<file path="src/hdl/balloc_pkg.sv">
`timescale 1ns / 1ps
`default_nettype none
// ----------------------------------------------------------------------------
// balloc_pkg - shared types and constants of the buddy allocator
// Status codes, controller states, datapath operations and status flags.
// ----------------------------------------------------------------------------
package balloc_pkg;

   // default pool size in units; the order count follows from it
   localparam int POOL_UNITS_DEF = 1024;

   // free-bitmap memory word
   localparam int WORD_BITS = 32;
   localparam int BIT_W     = 5;

   typedef enum logic [1:0] {
      STAT_OK        = 2'd0,
      STAT_NO_SPACE  = 2'd1,
      STAT_BAD_SIZE  = 2'd2,
      STAT_NOT_ALLOC = 2'd3
   } status_type;

   typedef enum logic [3:0] {
      S_CLEAR,
      S_ROOT,
      S_IDLE,
      S_DISPATCH,
      S_SCAN_RD,
      S_SCAN_CHK,
      S_SPLIT,
      S_SPLIT_WR,
      S_FREE_CHK,
      S_MERGE,
      S_MERGE_CHK,
      S_SET_WR,
      S_RESP
   } state_type;

   typedef enum logic [4:0] {
      OP_NONE,
      OP_CLEAR,
      OP_ROOT,
      OP_LOAD,
      OP_ALLOC_INIT,
      OP_SCAN_RD,
      OP_SCAN_NEXT,
      OP_TAKE,
      OP_SPLIT_RD,
      OP_SPLIT_WR,
      OP_AORD_WR,
      OP_FREE_RD,
      OP_FREE_BAD,
      OP_FREE_OK,
      OP_MERGE_RD,
      OP_MERGE_WR,
      OP_SET_RD,
      OP_SET_WR
   } dp_op_type;

   typedef struct packed {
      logic clear_done;
      logic is_free;
      logic bad_size;
      logic no_space;
      logic row_hit;
      logic split_more;
      logic free_bad;
      logic can_up;
      logic bud_free;
   } dp_status_type;

endpackage
`default_nettype wire

</file>
<file path="src/hdl/balloc_ctrl.sv">
`timescale 1ns / 1ps
`default_nettype none
// ----------------------------------------------------------------------------
// balloc_ctrl - sequencer of the buddy allocator
// Walks the clearing pass, the alloc search/split and the free/merge loop,
// issuing at most one datapath operation per cycle.
// ----------------------------------------------------------------------------
module balloc_ctrl (
   input  wire logic                       clock,
   input  wire logic                       reset,
   input  wire logic                       req_valid,
   output logic                            req_ready,
   output logic                            rsp_valid,
   input  wire logic                       rsp_ready,
   input  wire balloc_pkg::dp_status_type  status,
   output balloc_pkg::dp_op_type           op
);
   import balloc_pkg::*;

   state_type state_ff, state_in;

   // state register
   always_ff @(posedge clock) begin
      if (reset) begin
         state_ff <= S_CLEAR;
      end else begin
         state_ff <= state_in;
      end
   end

   // next state
   always_comb begin
      state_in = state_ff;
      unique case (state_ff)
         S_CLEAR:     if (status.clear_done) state_in = S_ROOT;
         S_ROOT:      state_in = S_IDLE;
         S_IDLE:      if (req_valid) state_in = S_DISPATCH;
         S_DISPATCH: begin
            priority if (status.is_free)                     state_in = S_FREE_CHK;
            else if (status.bad_size || status.no_space)     state_in = S_RESP;
            else                                             state_in = S_SCAN_RD;
         end
         S_SCAN_RD:   state_in = S_SCAN_CHK;
         S_SCAN_CHK:  state_in = status.row_hit ? S_SPLIT : S_SCAN_RD;
         S_SPLIT:     state_in = status.split_more ? S_SPLIT_WR : S_RESP;
         S_SPLIT_WR:  state_in = S_SPLIT;
         S_FREE_CHK:  state_in = status.free_bad ? S_RESP : S_MERGE;
         S_MERGE:     state_in = status.can_up ? S_MERGE_CHK : S_SET_WR;
         S_MERGE_CHK: state_in = status.bud_free ? S_MERGE : S_SET_WR;
         S_SET_WR:    state_in = S_RESP;
         S_RESP:      if (rsp_ready) state_in = S_IDLE;
         default:     state_in = S_CLEAR;
      endcase
   end

   // outputs
   always_comb begin
      op        = OP_NONE;
      req_ready = 1'b0;
      rsp_valid = 1'b0;
      unique case (state_ff)
         S_CLEAR:     op = OP_CLEAR;
         S_ROOT:      op = OP_ROOT;
         S_IDLE: begin
            req_ready = 1'b1;
            if (req_valid) op = OP_LOAD;
         end
         S_DISPATCH:  op = status.is_free ? OP_FREE_RD : OP_ALLOC_INIT;
         S_SCAN_RD:   op = OP_SCAN_RD;
         S_SCAN_CHK:  op = status.row_hit ? OP_TAKE : OP_SCAN_NEXT;
         S_SPLIT:     op = status.split_more ? OP_SPLIT_RD : OP_AORD_WR;
         S_SPLIT_WR:  op = OP_SPLIT_WR;
         S_FREE_CHK:  op = status.free_bad ? OP_FREE_BAD : OP_FREE_OK;
         S_MERGE:     op = status.can_up ? OP_MERGE_RD : OP_SET_RD;
         S_MERGE_CHK: op = status.bud_free ? OP_MERGE_WR : OP_SET_RD;
         S_SET_WR:    op = OP_SET_WR;
         S_RESP:      rsp_valid = 1'b1;
         default:     op = OP_NONE;
      endcase
   end
endmodule
`default_nettype wire

</file>
<file path="config.mk">
export PLATFORM = sky130hd
export DESIGN_NAME = balloc_ctrl
export DESIGN_NICKNAME = d
export VERILOG_FILES = /design/src/hdl/balloc_pkg.sv /design/src/hdl/balloc_ctrl.sv
export SDC_FILE = /design/constraint.sdc
export NUM_CORES = 1
export LEC_CHECK = 0
export BUFFER_PORTS_ARGS = -buffer_cell sky130_fd_sc_hd__buf_2
export CORE_UTILIZATION = 35
export CTS_CLUSTER_DIAMETER = 50
export CTS_CLUSTER_SIZE = 20
export DETAILED_ROUTE_END_ITERATION = 16
export GPL_ROUTABILITY_DRIVEN = 0
export PLACE_DENSITY_LB_ADDON = 0.12
export SYNTH_ARGS = -nofsm -noshare
export SYNTH_HDL_FRONTEND = slang
export SYNTH_SLANG_ARGS = --single-unit
export TNS_END_PERCENT = 20
</file>
<file path="constraint.sdc">
create_clock -name clock -period 1.9 [get_ports clock]
set_input_delay 0.38 -clock clock [delete_from_list [all_inputs] [get_ports clock]]
set_output_delay 0.38 -clock clock [all_outputs]
set_load 0.01 [all_outputs]
</file>
Word level (Yosys, flattened, before mapping)
Cells that the tools add are included.
Cells by class
  equality and inequality tests: 15
  reductions and logical operators: 3
  muxes and demuxes: 21
Operators by type and width (count)
  5-bit case mux with 12 select lines: 1
  4-bit case mux with 13 select lines: 1
  4-bit 2-to-1 mux: 7
  4-bit == test, second input constant: 5
  4-bit by 3-bit == test with 1-bit output, second input constant: 4
  5-bit 2-to-1 mux: 2
  4-bit by 2-bit == test with 1-bit output, second input constant: 2
  2-bit 2-to-1 mux: 4
  2-bit inequality test, second input constant: 3
  1-bit 2-to-1 mux: 5
  4-bit by 1-bit == test with 1-bit output, second input constant: 1
  4-bit logical NOT: 1
  3-bit 2-to-1 mux: 1
  3-bit AND reduction: 1
  1-bit logical OR: 1
Word-level totals
  input port bits: 13
  word-level logic and storage cells: 40
  output and inout bits: 7
  register bits: 4

Logic depth before layout (Yosys ltp)
  depth in word-level cells: 4
  depth in mapped cells: 6
  gate-level depth less buffers: 4

Least setup slack after synthesis
No wires, ideal clock.
  path type: reg-to-output
  start: register state_ff[2]
  end: output op[1]
  required time: 1.520 ns
  buffers on the path: 1
  path slack: 0.469 ns
  arrival time: 1.051 ns
  stages on the path, launching flop included: 5
  path through: dfxtp_1 > buf_6 > nor3b_1 > a31oi_1 > o31ai_1
On the way
  longest elaborated chain between the ends: 2
  elaborated cells between the ends (all ways): 13
  those cells by class: eq/ne (11); mux (1); reduce/logical (1)
RTL lines
  from (decl): line balloc_ctrl.sv:20  | state_type state_ff, state_in;
  from (signal assigned): line balloc_ctrl.sv:27  | state_ff <= state_in;
  4-bit == test (tied with other cells): line balloc_ctrl.sv:61  | unique case (state_ff)
  5-bit case mux with 12 select lines (*): line balloc_ctrl.sv:61
  to (decl): line balloc_ctrl.sv:16  | output balloc_pkg::dp_op_type op
Mark *: on every way between the ends. The rest lies on a longest branch, timed or not.

Worst setup path after layout
Same ends and word-level chain as after synthesis.

==> results.cfg <==
[synth]
ys_ff_latch = 4
ys_async_sr_fraction = 0
synth_edf_count = 0
netlist-cell-type-count = 30
yosysSeqAreaShare = 0.146
yosysWarnings = 0
ys.flop_type = dfxtp_1
syn_inst = 81
synth_fp_nets = 94
syn_area_sq_um = 547
avgSynthCellArea_sq_um = 6.75

[power_and_ir_drop]
p_per_area_nw_per_um2 = 1080
peakVddDrop_uv = 536
p_leak_nw = 0.285

[floorplan]
die_area_sq_um = 1720
die_w_um = 41.5
rows = 13
initial_core_util = 0.395
die_h_um = 41.5
top_level_ports = 20
coreArea_sq_um = 1380

[sta]
tightest_slew_ns = 0.286
fin_skew_ns = 0.00384
slew_headroom = 0.809
setup_tns_ns = 0
holdWs_ns = 0.350
post-route-period-util = 0.970
setup_viol = 0
timing.fmax_mhz = 543
rsz0062_at_grt = true
period_minus_slack_ns = 1.84
slew_viol_final = 0
hold_viol = 0
finalWorstSetupSlack_ns = 0.0570

[clocking]
clockBufferDepth = 2
htree_levels = 1
cts_inserted_buffers = 3
clk_pin_slew_ns = 0.04
worstSkewPairLatency_ns = 0.24
postCtsHoldBufs = 0
root_buffer = clkbuf_4
clock-sinks = 4
cts_post_setup_buffers_inserted = 0
cts_tree = built

[setup_path]
crit_path_max_fanout = 16
cp-endpoint = op[1]
worstSetupPathType = flip-flop to primary output
critical_path.startpoint = state_ff[2]
critPathArrivalTime_ns = 1.46
rrSetupSlack_ns = 0.56
endpoint_kind = primary output
crit_required_ns = 1.52
r2r-start = state_ff[0]
r2r_end = state_ff[1]
r2r_cells = 5
startpoint_type = flip-flop

[min_path]
hold_class = input pin to flip-flop

[layout]
largest_registers = state_ff x4
most-common-layout-cells = buf_2 (19), a21oi_1 (10), nor2_1 (7)
nets = 117
final_common_cell = buf_2
syn2layout_area_growth_pct = 24.5
diodes = 0
top_register = state_ff
nFillCells = 148
drive_gt1_frac = 0.343
largest_reg_flops = 4
final-seq-area_sq_um = 83.8
layout.cells.non_filler = 117
multi_input_comb_area_sq_um = 404

[detailed_routing]
post_drt_wl_per_cell_um = 13.6
ant_nets = 0
avgViaCountPerCell = 5.71
drt-total-wl_um = 1600
firstDrtPassIters = 5
routed-via-count = 668
route.detailed.drc = 0
drtIter0Drc = 11

[placed_design]
dp_hpwl_um = 1200
dpl_worst_slack_ns = 0.177
post-place-cells = 114
numPortBuffers = 19

[job]
maxCapViolCount = 0

[run_status]
status = finished, final reports clean

[global_routing]
antenna_found_initial = 0
grtUsageTotal = 0.193
grt_pass1_wl_um = 2570
gr-total-overflow = 0
grt_max_degree = 17
grt_pass1_vias = 567
-- power breakdown --
part / switching, W / internal [W]
sequential: 0.0000577 / 0.000111
clock: 0.0000379 / 0.0000709
combinational: 0.000244 / 0.000215
-- worst max-delay path, cell delays in order, from the launching register on --
cell     delay (ns)
dfxtp_2        0.48
nor3b_1        0.32
a31oi_1        0.07
o31ai_1        0.18
buf_2          0.16
-- Yosys cell counts, drive strengths merged, types with 2 or more instances --
master  count  area, sq um
inv         5         18.8
o31ai       2         15.0
nand2b      3         18.8
dfxtp       4         80.1
a21o        2         15.0
a31oi       3         18.8
o21ai       7         35.0
nor2b       3         18.8
nor3        5         25.0
buf         6         47.5
nor3b       4         35.0
o221ai      2         17.5
a21oi      11         55.1
o22ai       2         12.5
nand2       5         18.8
nor2        7         26.3
or3         2         12.5
-- metal layers --
layer,global-route usage,wire length (um)
met5,0,0
met4,0.0968,27
met3,0.0391,70
met2,0.297,760
met1,0.253,738
-- layout make-up --
cell class	count	area share
timing repair buffer	24	0.195
tap	15	0.0276
clock buffer	3	0.0331
inverter	5	0.0276
sequential	4	0.123
multi-input combinational	66	0.594
-- logic make-up (layout without fill, tap and decap cells) --
| logic type | after synthesis | count (layout) | share of synthesized area |
|---|---|---|---|
| buf+inv | 11 | 32 | 0.121 |
| simple gates | 31 | 31 | 0.314 |
| flops | 4 | 4 | 0.146 |
| compound gates | 34 | 34 | 0.400 |
| mux | 1 | 1 | 0.0183 |
-- metrics by stage --
step                      utilization  total power, W  cell area, sq um
after global routing            0.492        0.000798               681
after global placement          0.471        0.000611               651
after CTS                       0.488        0.000733               674
after detailed placement        0.471        0.000618               651
after floorplan                     -        0.000502               547
final                           0.492        0.000737               681
-- timing repair --
item                                    4_1_cts  5_1_grt
endpoints found under the setup margin        1        4
endpoints found under the hold margin         0        0
gates resized for setup                       1        3
-- worst min-delay path by stage --
| stage | to | start | slack (ns) | cells after the start |
|---|---|---|---|---|
| floorplan | state_ff[0] | reset | 0.44 | 1 |
| global placement | state_ff[0] | reset | 0.60 | 2 |
| detailed placement | state_ff[2] | reset | 0.60 | 2 |
| CTS | state_ff[2] | reset | 0.35 | 2 |
| global route | state_ff[0] | reset | 0.36 | 2 |
| finish | state_ff[0] | reset | 0.35 | 2 |
Power figures use the tool's default switching activity.
